**src/rtl/core/civ_dt_pkg.sv**
```systemverilog
// shared types, constants and calendar tables for the civil date to epoch converter
`default_nettype none

package civ_dt_pkg;

    localparam int YearW   = 14;
    localparam int MonthW  = 4;
    localparam int DayW    = 5;
    localparam int HourW   = 5;
    localparam int MinuteW = 6;
    localparam int SecondW = 6;
    localparam int EpochW  = 39;

    localparam int ShiftW  = 15;
    localparam int ProdW   = 30;
    localparam int DaysW   = 24;
    localparam int DaysCalcW = 26;
    localparam int TodW    = 17;
    localparam int ScaledW = 40;
    localparam int SumW    = 41;

    // x / 100 == (x * Recip100) >> Recip100Shift for x below 43690
    localparam logic [14:0] Recip100      = 15'd20972;
    localparam int          Recip100Shift = 21;

    localparam logic [ShiftW-1:0]    YearsPerEra = 15'd400;
    localparam logic [DaysCalcW-1:0] DaysOffset  = 26'd865565;
    localparam logic signed [17:0]   SecsPerDay  = 18'sd86400;
    localparam logic [TodW-1:0]      SecsPerHour = 17'd3600;
    localparam logic [TodW-1:0]      SecsPerMin  = 17'd60;
    localparam logic signed [SumW-1:0] OutMax    = 41'sd274877906943;

    localparam logic [MonthW-1:0] MonthJan = 4'd1;
    localparam logic [MonthW-1:0] MonthFeb = 4'd2;
    localparam logic [MonthW-1:0] MonthMar = 4'd3;
    localparam logic [MonthW-1:0] MonthApr = 4'd4;
    localparam logic [MonthW-1:0] MonthMay = 4'd5;
    localparam logic [MonthW-1:0] MonthJun = 4'd6;
    localparam logic [MonthW-1:0] MonthJul = 4'd7;
    localparam logic [MonthW-1:0] MonthAug = 4'd8;
    localparam logic [MonthW-1:0] MonthSep = 4'd9;
    localparam logic [MonthW-1:0] MonthOct = 4'd10;
    localparam logic [MonthW-1:0] MonthNov = 4'd11;
    localparam logic [MonthW-1:0] MonthDec = 4'd12;

    typedef struct packed {
        logic [ShiftW-1:0]  shifted;
        logic [ProdW-1:0]   prod_shifted;
        logic [ProdW-1:0]   prod_quarter;
        logic [ProdW-1:0]   prod_year;
        logic [YearW-1:0]   year;
        logic [MonthW-1:0]  month;
        logic [MonthW-1:0]  month_idx;
        logic [DayW-1:0]    day;
        logic [HourW-1:0]   hour;
        logic [MinuteW-1:0] minute;
        logic [SecondW-1:0] second;
    } front_t;

    typedef struct packed {
        logic signed [DaysW-1:0] days;
        logic [TodW-1:0]         tod;
        logic                    bad;
    } days_t;

    typedef struct packed {
        logic signed [ScaledW-1:0] scaled;
        logic [TodW-1:0]           tod;
        logic                      bad;
    } scaled_t;

    function automatic logic [DayW-1:0] month_len(input logic [MonthW-1:0] month,
                                                  input logic leap);
        logic [DayW-1:0] len;
        case (month)
            MonthJan, MonthMar, MonthMay, MonthJul,
            MonthAug, MonthOct, MonthDec: len = 5'd31;
            MonthApr, MonthJun, MonthSep, MonthNov: len = 5'd30;
            MonthFeb: len = leap ? 5'd29 : 5'd28;
            default: len = 5'd0;
        endcase
        return len;
    endfunction

    // days before the month in a year that starts in March
    function automatic logic [8:0] cum_days(input logic [MonthW-1:0] idx);
        logic [8:0] d;
        case (idx)
            4'd0:  d = 9'd0;
            4'd1:  d = 9'd31;
            4'd2:  d = 9'd61;
            4'd3:  d = 9'd92;
            4'd4:  d = 9'd122;
            4'd5:  d = 9'd153;
            4'd6:  d = 9'd184;
            4'd7:  d = 9'd214;
            4'd8:  d = 9'd245;
            4'd9:  d = 9'd275;
            4'd10: d = 9'd306;
            4'd11: d = 9'd337;
            default: d = 9'd0;
        endcase
        return d;
    endfunction

endpackage

`default_nettype wire

```
**src/rtl/core/civ_dt_front.sv**
```systemverilog
// first stage: shifted year and reciprocal products for the divisions by 100
`default_nettype none

module civ_dt_front (
    input  wire logic                           clk,
    input  wire logic                           rst_n,
    input  wire logic                           up_valid,
    output logic                                up_ready,
    input  wire logic [civ_dt_pkg::YearW-1:0]   year,
    input  wire logic [civ_dt_pkg::MonthW-1:0]  month,
    input  wire logic [civ_dt_pkg::DayW-1:0]    day,
    input  wire logic [civ_dt_pkg::HourW-1:0]   hour,
    input  wire logic [civ_dt_pkg::MinuteW-1:0] minute,
    input  wire logic [civ_dt_pkg::SecondW-1:0] second,
    output logic                                dn_valid,
    input  wire logic                           dn_ready,
    output civ_dt_pkg::front_t                  dn_data
);

    logic                v_reg;
    civ_dt_pkg::front_t  data_reg;
    civ_dt_pkg::front_t  data_next;
    logic [civ_dt_pkg::ShiftW-1:0] shifted;
    logic [civ_dt_pkg::ShiftW-1:0] quarter;

    always_comb
    begin
        shifted = civ_dt_pkg::ShiftW'(year) + civ_dt_pkg::YearsPerEra
                  - ((month <= civ_dt_pkg::MonthFeb) ? 15'd1 : 15'd0);
        quarter = shifted >> 2;
        data_next.shifted      = shifted;
        data_next.prod_shifted = civ_dt_pkg::ProdW'(shifted)
                                 * civ_dt_pkg::ProdW'(civ_dt_pkg::Recip100);
        data_next.prod_quarter = civ_dt_pkg::ProdW'(quarter)
                                 * civ_dt_pkg::ProdW'(civ_dt_pkg::Recip100);
        data_next.prod_year    = civ_dt_pkg::ProdW'(year)
                                 * civ_dt_pkg::ProdW'(civ_dt_pkg::Recip100);
        data_next.year         = year;
        data_next.month        = month;
        data_next.month_idx    = (month > civ_dt_pkg::MonthFeb) ? month - 4'd3 : month + 4'd9;
        data_next.day          = day;
        data_next.hour         = hour;
        data_next.minute       = minute;
        data_next.second       = second;
    end

    assign up_ready = !v_reg || dn_ready;

    always_ff @(posedge clk or negedge rst_n)
    begin
        if (!rst_n)
            v_reg <= 1'b0;
        else if (up_ready)
            v_reg <= up_valid;
    end

    always_ff @(posedge clk)
    begin
        if (up_ready && up_valid)
            data_reg <= data_next;
    end

    assign dn_valid = v_reg;
    assign dn_data  = data_reg;

endmodule

`default_nettype wire

```
**src/rtl/core/civ_dt_days.sv**
```systemverilog
// second stage: leap year, day check, day count and time of day
`default_nettype none

module civ_dt_days (
    input  wire logic                clk,
    input  wire logic                rst_n,
    input  wire logic                up_valid,
    output logic                     up_ready,
    input  wire civ_dt_pkg::front_t  up_data,
    output logic                     dn_valid,
    input  wire logic                dn_ready,
    output civ_dt_pkg::days_t        dn_data
);

    logic                v_reg;
    civ_dt_pkg::days_t   data_reg;
    civ_dt_pkg::days_t   data_next;
    logic [7:0]          cent_shifted;
    logic [5:0]          era_shifted;
    logic [7:0]          cent_year;
    logic [civ_dt_pkg::YearW-1:0] rem_year;
    logic                leap;
    logic [civ_dt_pkg::DayW-1:0] len;
    logic [civ_dt_pkg::DaysCalcW-1:0] days_w;

    always_comb
    begin
        cent_shifted = up_data.prod_shifted[civ_dt_pkg::Recip100Shift +: 8];
        era_shifted  = up_data.prod_quarter[civ_dt_pkg::Recip100Shift +: 6];
        cent_year    = up_data.prod_year[civ_dt_pkg::Recip100Shift +: 8];
        rem_year     = up_data.year - civ_dt_pkg::YearW'(cent_year) * 14'd100;
        leap = (up_data.year[1:0] == 2'b00)
               && ((rem_year != '0) || (cent_year[1:0] == 2'b00));
        len  = civ_dt_pkg::month_len(up_data.month, leap);
        days_w = civ_dt_pkg::DaysCalcW'(up_data.shifted) * 26'd365
                 + civ_dt_pkg::DaysCalcW'(up_data.shifted >> 2)
                 - civ_dt_pkg::DaysCalcW'(cent_shifted)
                 + civ_dt_pkg::DaysCalcW'(era_shifted)
                 + civ_dt_pkg::DaysCalcW'(civ_dt_pkg::cum_days(up_data.month_idx))
                 + civ_dt_pkg::DaysCalcW'(up_data.day) - 26'd1
                 - civ_dt_pkg::DaysOffset;
        data_next.days = $signed(days_w[civ_dt_pkg::DaysW-1:0]);
        data_next.tod  = civ_dt_pkg::TodW'(up_data.hour) * civ_dt_pkg::SecsPerHour
                         + civ_dt_pkg::TodW'(up_data.minute) * civ_dt_pkg::SecsPerMin
                         + civ_dt_pkg::TodW'(up_data.second);
        data_next.bad  = (up_data.day == '0) || (up_data.day > len);
    end

    assign up_ready = !v_reg || dn_ready;

    always_ff @(posedge clk or negedge rst_n)
    begin
        if (!rst_n)
            v_reg <= 1'b0;
        else if (up_ready)
            v_reg <= up_valid;
    end

    always_ff @(posedge clk)
    begin
        if (up_ready && up_valid)
            data_reg <= data_next;
    end

    assign dn_valid = v_reg;
    assign dn_data  = data_reg;

endmodule

`default_nettype wire

```
**src/rtl/core/civ_dt_scale.sv**
```systemverilog
// third and fourth stages: days to seconds, add time of day, saturate and output register
`default_nettype none

module civ_dt_scale (
    input  wire logic                          clk,
    input  wire logic                          rst_n,
    input  wire logic                          up_valid,
    output logic                               up_ready,
    input  wire civ_dt_pkg::days_t             up_data,
    output logic                               out_valid,
    input  wire logic                          out_ready,
    output logic [civ_dt_pkg::EpochW-1:0]      epoch_seconds,
    output logic                               status
);

    logic                   mul_v_reg;
    logic                   mul_ready;
    civ_dt_pkg::scaled_t    mul_reg;
    civ_dt_pkg::scaled_t    mul_next;
    logic signed [41:0]     prod_w;

    logic                   out_v_reg;
    logic [civ_dt_pkg::EpochW-1:0] epoch_reg;
    logic [civ_dt_pkg::EpochW-1:0] epoch_next;
    logic                   status_reg;
    logic signed [civ_dt_pkg::SumW-1:0] total;

    always_comb
    begin
        prod_w = up_data.days * civ_dt_pkg::SecsPerDay;
        mul_next.scaled = prod_w[civ_dt_pkg::ScaledW-1:0];
        mul_next.tod    = up_data.tod;
        mul_next.bad    = up_data.bad;
    end

    always_comb
    begin
        total = civ_dt_pkg::SumW'(mul_reg.scaled)
                + $signed({{(civ_dt_pkg::SumW-civ_dt_pkg::TodW){1'b0}}, mul_reg.tod});
        if (mul_reg.bad)
            epoch_next = '0;
        else if (total > civ_dt_pkg::OutMax)
            epoch_next = civ_dt_pkg::OutMax[civ_dt_pkg::EpochW-1:0];
        else
            epoch_next = total[civ_dt_pkg::EpochW-1:0];
    end

    assign mul_ready = !out_v_reg || out_ready;
    assign up_ready  = !mul_v_reg || mul_ready;

    always_ff @(posedge clk or negedge rst_n)
    begin
        if (!rst_n)
        begin
            mul_v_reg <= 1'b0;
            out_v_reg <= 1'b0;
        end
        else
        begin
            if (up_ready)
                mul_v_reg <= up_valid;
            if (mul_ready)
                out_v_reg <= mul_v_reg;
        end
    end

    always_ff @(posedge clk)
    begin
        if (up_ready && up_valid)
            mul_reg <= mul_next;
        if (mul_ready && mul_v_reg)
        begin
            epoch_reg  <= epoch_next;
            status_reg <= mul_reg.bad;
        end
    end

    assign out_valid     = out_v_reg;
    assign epoch_seconds = epoch_reg;
    assign status        = status_reg;

endmodule

`default_nettype wire

```
**src/rtl/core/civil_datetime_to_epoch_seconds.sv**
```systemverilog
// top level: civil date and time to signed seconds since 1970-01-01
// each transfer passes through the front, days, multiply and output registers in order
// throughput: one transfer per cycle while out_ready holds, set by the four-stage pipeline
// the day-to-seconds multiply sits alone in the third stage
// reset: rst_n asynchronous, clears all stage valid bits, no result pending
`default_nettype none

module civil_datetime_to_epoch_seconds (
    input  wire logic                           clk,
    input  wire logic                           rst_n,
    input  wire logic                           in_valid,
    output logic                                in_ready,
    input  wire logic [civ_dt_pkg::YearW-1:0]   year,
    input  wire logic [civ_dt_pkg::MonthW-1:0]  month,
    input  wire logic [civ_dt_pkg::DayW-1:0]    day,
    input  wire logic [civ_dt_pkg::HourW-1:0]   hour,
    input  wire logic [civ_dt_pkg::MinuteW-1:0] minute,
    input  wire logic [civ_dt_pkg::SecondW-1:0] second,
    output logic                                out_valid,
    input  wire logic                           out_ready,
    output logic [civ_dt_pkg::EpochW-1:0]       epoch_seconds,
    output logic                                status
);

    logic                front_valid;
    logic                front_ready;
    civ_dt_pkg::front_t  front_data;
    logic                days_valid;
    logic                days_ready;
    civ_dt_pkg::days_t   days_data;

    civ_dt_front u_front (
        .clk      (clk),
        .rst_n    (rst_n),
        .up_valid (in_valid),
        .up_ready (in_ready),
        .year     (year),
        .month    (month),
        .day      (day),
        .hour     (hour),
        .minute   (minute),
        .second   (second),
        .dn_valid (front_valid),
        .dn_ready (front_ready),
        .dn_data  (front_data)
    );

    civ_dt_days u_days (
        .clk      (clk),
        .rst_n    (rst_n),
        .up_valid (front_valid),
        .up_ready (front_ready),
        .up_data  (front_data),
        .dn_valid (days_valid),
        .dn_ready (days_ready),
        .dn_data  (days_data)
    );

    civ_dt_scale u_scale (
        .clk           (clk),
        .rst_n         (rst_n),
        .up_valid      (days_valid),
        .up_ready      (days_ready),
        .up_data       (days_data),
        .out_valid     (out_valid),
        .out_ready     (out_ready),
        .epoch_seconds (epoch_seconds),
        .status        (status)
    );

endmodule

`default_nettype wire

```
**config.mk**
```make
export PLATFORM = sky130hd
export DESIGN_NAME = civil_datetime_to_epoch_seconds
export DESIGN_NICKNAME = d
export VERILOG_FILES = /design/src/rtl/core/civ_dt_pkg.sv /design/src/rtl/core/civ_dt_front.sv /design/src/rtl/core/civ_dt_days.sv /design/src/rtl/core/civ_dt_scale.sv /design/src/rtl/core/civil_datetime_to_epoch_seconds.sv
export SDC_FILE = /design/constraint.sdc
export NUM_CORES = 1
export LEC_CHECK = 0
export BUFFER_PORTS_ARGS = -buffer_cell sky130_fd_sc_hd__buf_2
export CAP_MARGIN = 30
export CORE_ASPECT_RATIO = 0.8
export CORE_MARGIN = 2
export CORE_UTILIZATION = 60
export CTS_CLUSTER_DIAMETER = 120
export DETAILED_ROUTE_END_ITERATION = 10
export PLACE_DENSITY = 0.77
export SYNTH_ARGS = -nofsm -noshare
export SYNTH_HDL_FRONTEND = slang
export SYNTH_SLANG_ARGS = --single-unit
export TNS_END_PERCENT = 5
```
**constraint.sdc**
```tcl
create_clock -name clk -period 7.1 [get_ports clk]
set_input_delay 0.355 -clock clk [delete_from_list [all_inputs] [get_ports clk]]
set_output_delay 0.355 -clock clk [all_outputs]
set_load 0.01 [all_outputs]
```
==> impl_metrics.toml <==
[drt]
drt_iter0_markers = 829
vias = 18572
avgRoutedWirePerCell_microns = 16.1
drt_wl_total_mm = 55.9
post-route-drc-count = 0
via_per_inst = 5.36
drt_pass1_iterations = 5
ant_nets = 0

[worst_setup_path]
critPathMaxStageDelay_ns = 0.58
cp_max_fo = 3
cp-end-kind = "flop"
cp_num_cells = 34
cp_top_family = "adder cells"
r2r_cells = 17
crit_type = "in -> reg"
crit_path_top_delay_cell = "fa_2"
startpoint_type = "primary input"
arrival_ns = 7.39
crit_buf_inv = 7
critPathRequiredTime_ns = 7.41

[grt]
antenna_found_initial = 1
grt_pass1_vias = 19999
grt_max_degree = 83
globalRouteTotalUtil = 0.236
grt_first_pass_wirelength_mm = 93.8
overflow = 0

[sta]
period_needed_ns = 7.08
fin_tns_setup_ns = 0
slew_headroom = 0.375
finalSetupViolCount = 0
final_hold_viol_count = 0
fmax_mhz = 141
finalCritPeriodShare = 0.997
fin_skew_ns = 0.0163
tightest_slew_ns = 0.937
drv_slew = 0
rsz0062_at_grt = "true"

[floorplanning]
start_util = 0.605
dieArea_sq_mm = 0.0491
num_rows = 71
ios = 86
coreArea_sq_mm = 0.0469
die_h_microns = 199
die_x_microns = 247

[clock_tree]
cts.sinks = 227
clk_path_buf_depth = 3
cts_tree = "yes"
h-tree-depth = 1
path_clk_slew_ns = 0.06
cts_root_buffer = "clkbuf_16"
insertion_delay_ns = 0.56
cts-buffers-inserted = 26

[cells_and_area]
final_nets = 3772
post-route-util = 0.671
largest_reg_flops = 81
drive_gt1_frac = 0.104
diodes = 0
syn_to_final_growth_pct = 10.8
finalNonFillerCells = 3467
final_common_cell = "inv_1"
final_cell_mix = "inv_1 (666), ha_1 (568), fa_1 (320)"

[job]
maxCapViolations = 0

[synthesis]
syn_area_sq_mm = 0.0284
synth_edf_count = 214
synthFlopType = "edfxtp_1"
async_reset_ff_frac = 0.0176
ys_ff_latch = 227
synth_area_leader_cell = "ha_1"
synth_nets = 3571
syn_avg_cell_area_sq_um = 10.8
synthTopCellsByArea = "ha_1 (25%), fa_1 (23%), edfxtp_1 (23%)"
synth_top_cell_area_share = 0.253
ys_seq_area_frac = 0.236
yosys_warnings = 0
synthCells = 2628
synth.lib_cells_used.distinct = 78

[worst_hold_path]
whs_path_depth = 1
hold_class = "in -> reg"

[placed_design]
place.gp.congestion = 0.904
dpl.hpwl_mm = 47.4
io_buffers = 85
placedCellCount = 3391

[status]
status = "completed"
cells by family (layout without fill, tap and decap cells):
kind of cell | count (synthesis) | count (layout) | share of synthesized area
buffers and inverters | 690 | 909 | 0.0927
flip-flops | 227 | 227 | 0.236
multiplexers | 2 | 2 | 0.000749
AO/OA/AOI/OAI | 366 | 366 | 0.0880
adder cells (fa/ha/maj) | 899 | 899 | 0.482
AND/OR/NAND/NOR | 290 | 290 | 0.0516
XOR/XNOR | 154 | 154 | 0.0483
worst reg2reg max path: stages (launching register included):
cell	delay [ns]
edfxtp_1	0.61
fa_1	0.50
fa_1	0.49
inv_1	0.05
fa_1	0.51
inv_1	0.05
fa_1	0.46
fa_1	0.51
fa_1	0.41
ha_1	0.34
o21ai_0	0.14
a2111oi_2	0.58
nand3_1	0.15
o211ai_1	0.27
o211ai_1	0.18
o211ai_1	0.21
o211ai_1	0.14
xnor2_1	0.14
repair_timing:
action                                  in CTS  in global routing
endpoints found under the hold margin       26                  0
endpoints found under the setup margin       6                 14
gates resized for setup                      2                 42
pin swaps                                    0                 27
hold buffers                                23                  0
setup buffers                                0                  5
path summary, 6_finish.rpt:
kind / from / to / slack, ns
worst min register to register: u_days.dn_data[3] / u_scale.mul_reg[3] / 0.42
worst min-delay path: day[4] / u_front.dn_data[21] / 0.03
min in group asynchronous: rst_n / u_front.dn_valid / 0.14
worst max register to register: u_front.dn_data[138] / u_days.dn_data[40] / 1.11
max in group asynchronous: rst_n / u_scale.mul_v_reg / 6.84
worst max-delay path: month[0] / u_front.dn_data[131] / 0.02
synth_stat cells, types with 4 or more instances:
cell type  instances
clkbuf_1          14
a21o_1            45
inv_1            671
o21bai_1          23
ha_1             573
o2111ai_1          8
a31oi_1           12
or3_1              9
o21ai_2           22
a21oi_1           90
dfxtp_1            9
xor2_1            54
a41oi_1            5
nand2_1           58
o31a_1             5
and2_1             7
and3_1            17
o21a_1            21
xnor2_1           97
o211ai_1          12
or2_2              9
dfrtp_1            4
nand3_1           31
edfxtp_1         214
o211a_1            4
nor2_1            72
nor3_1            31
nand4_1           12
o21ai_1            8
o21ai_0           60
a211oi_1          10
nor2b_1           14
fa_1             326
nand2b_1          10
stage by stage:
| stage | setup slack, ns | cell area, sq um | hold WS (ns) |
|---|---|---|---|
| 4_1_cts | 0.0198 | 31200 | 0.00484 |
| 6_report | 0.0217 | 31500 | 0.0332 |
| 2_1_floorplan | 0.00951 | 28400 | 0.0594 |
| 3_3_place_gp | -0.556 | 30100 | 0.159 |
| 3_5_place_dp | -0.638 | 30100 | 0.169 |
| 5_1_grt | -0.251 | 31500 | 0.0189 |
layout make-up:
type / count / area, sq um
tap: 620 / 776
clock inverter: 16 / 210
inverter: 672 / 2530
fill: 3475 / 15400
clock buffer: 30 / 666
multi-input combinational: 1711 / 19200
sequential: 227 / 6710
timing repair buffer: 191 / 1350
layer usage:
layer / global-route usage / up-vias / wire length (microns)
li1: - / 9043 / -
met5: 0 / - / 13
met1: 0.300 / 9038 / 24500
met4: 0.0892 / 2 / 2020
met2: 0.419 / 371 / 27500
met3: 0.0229 / 118 / 1860
Power is not shown: default switching activity piles up to over one toggle a cycle in this logic, so the estimate is an artifact.
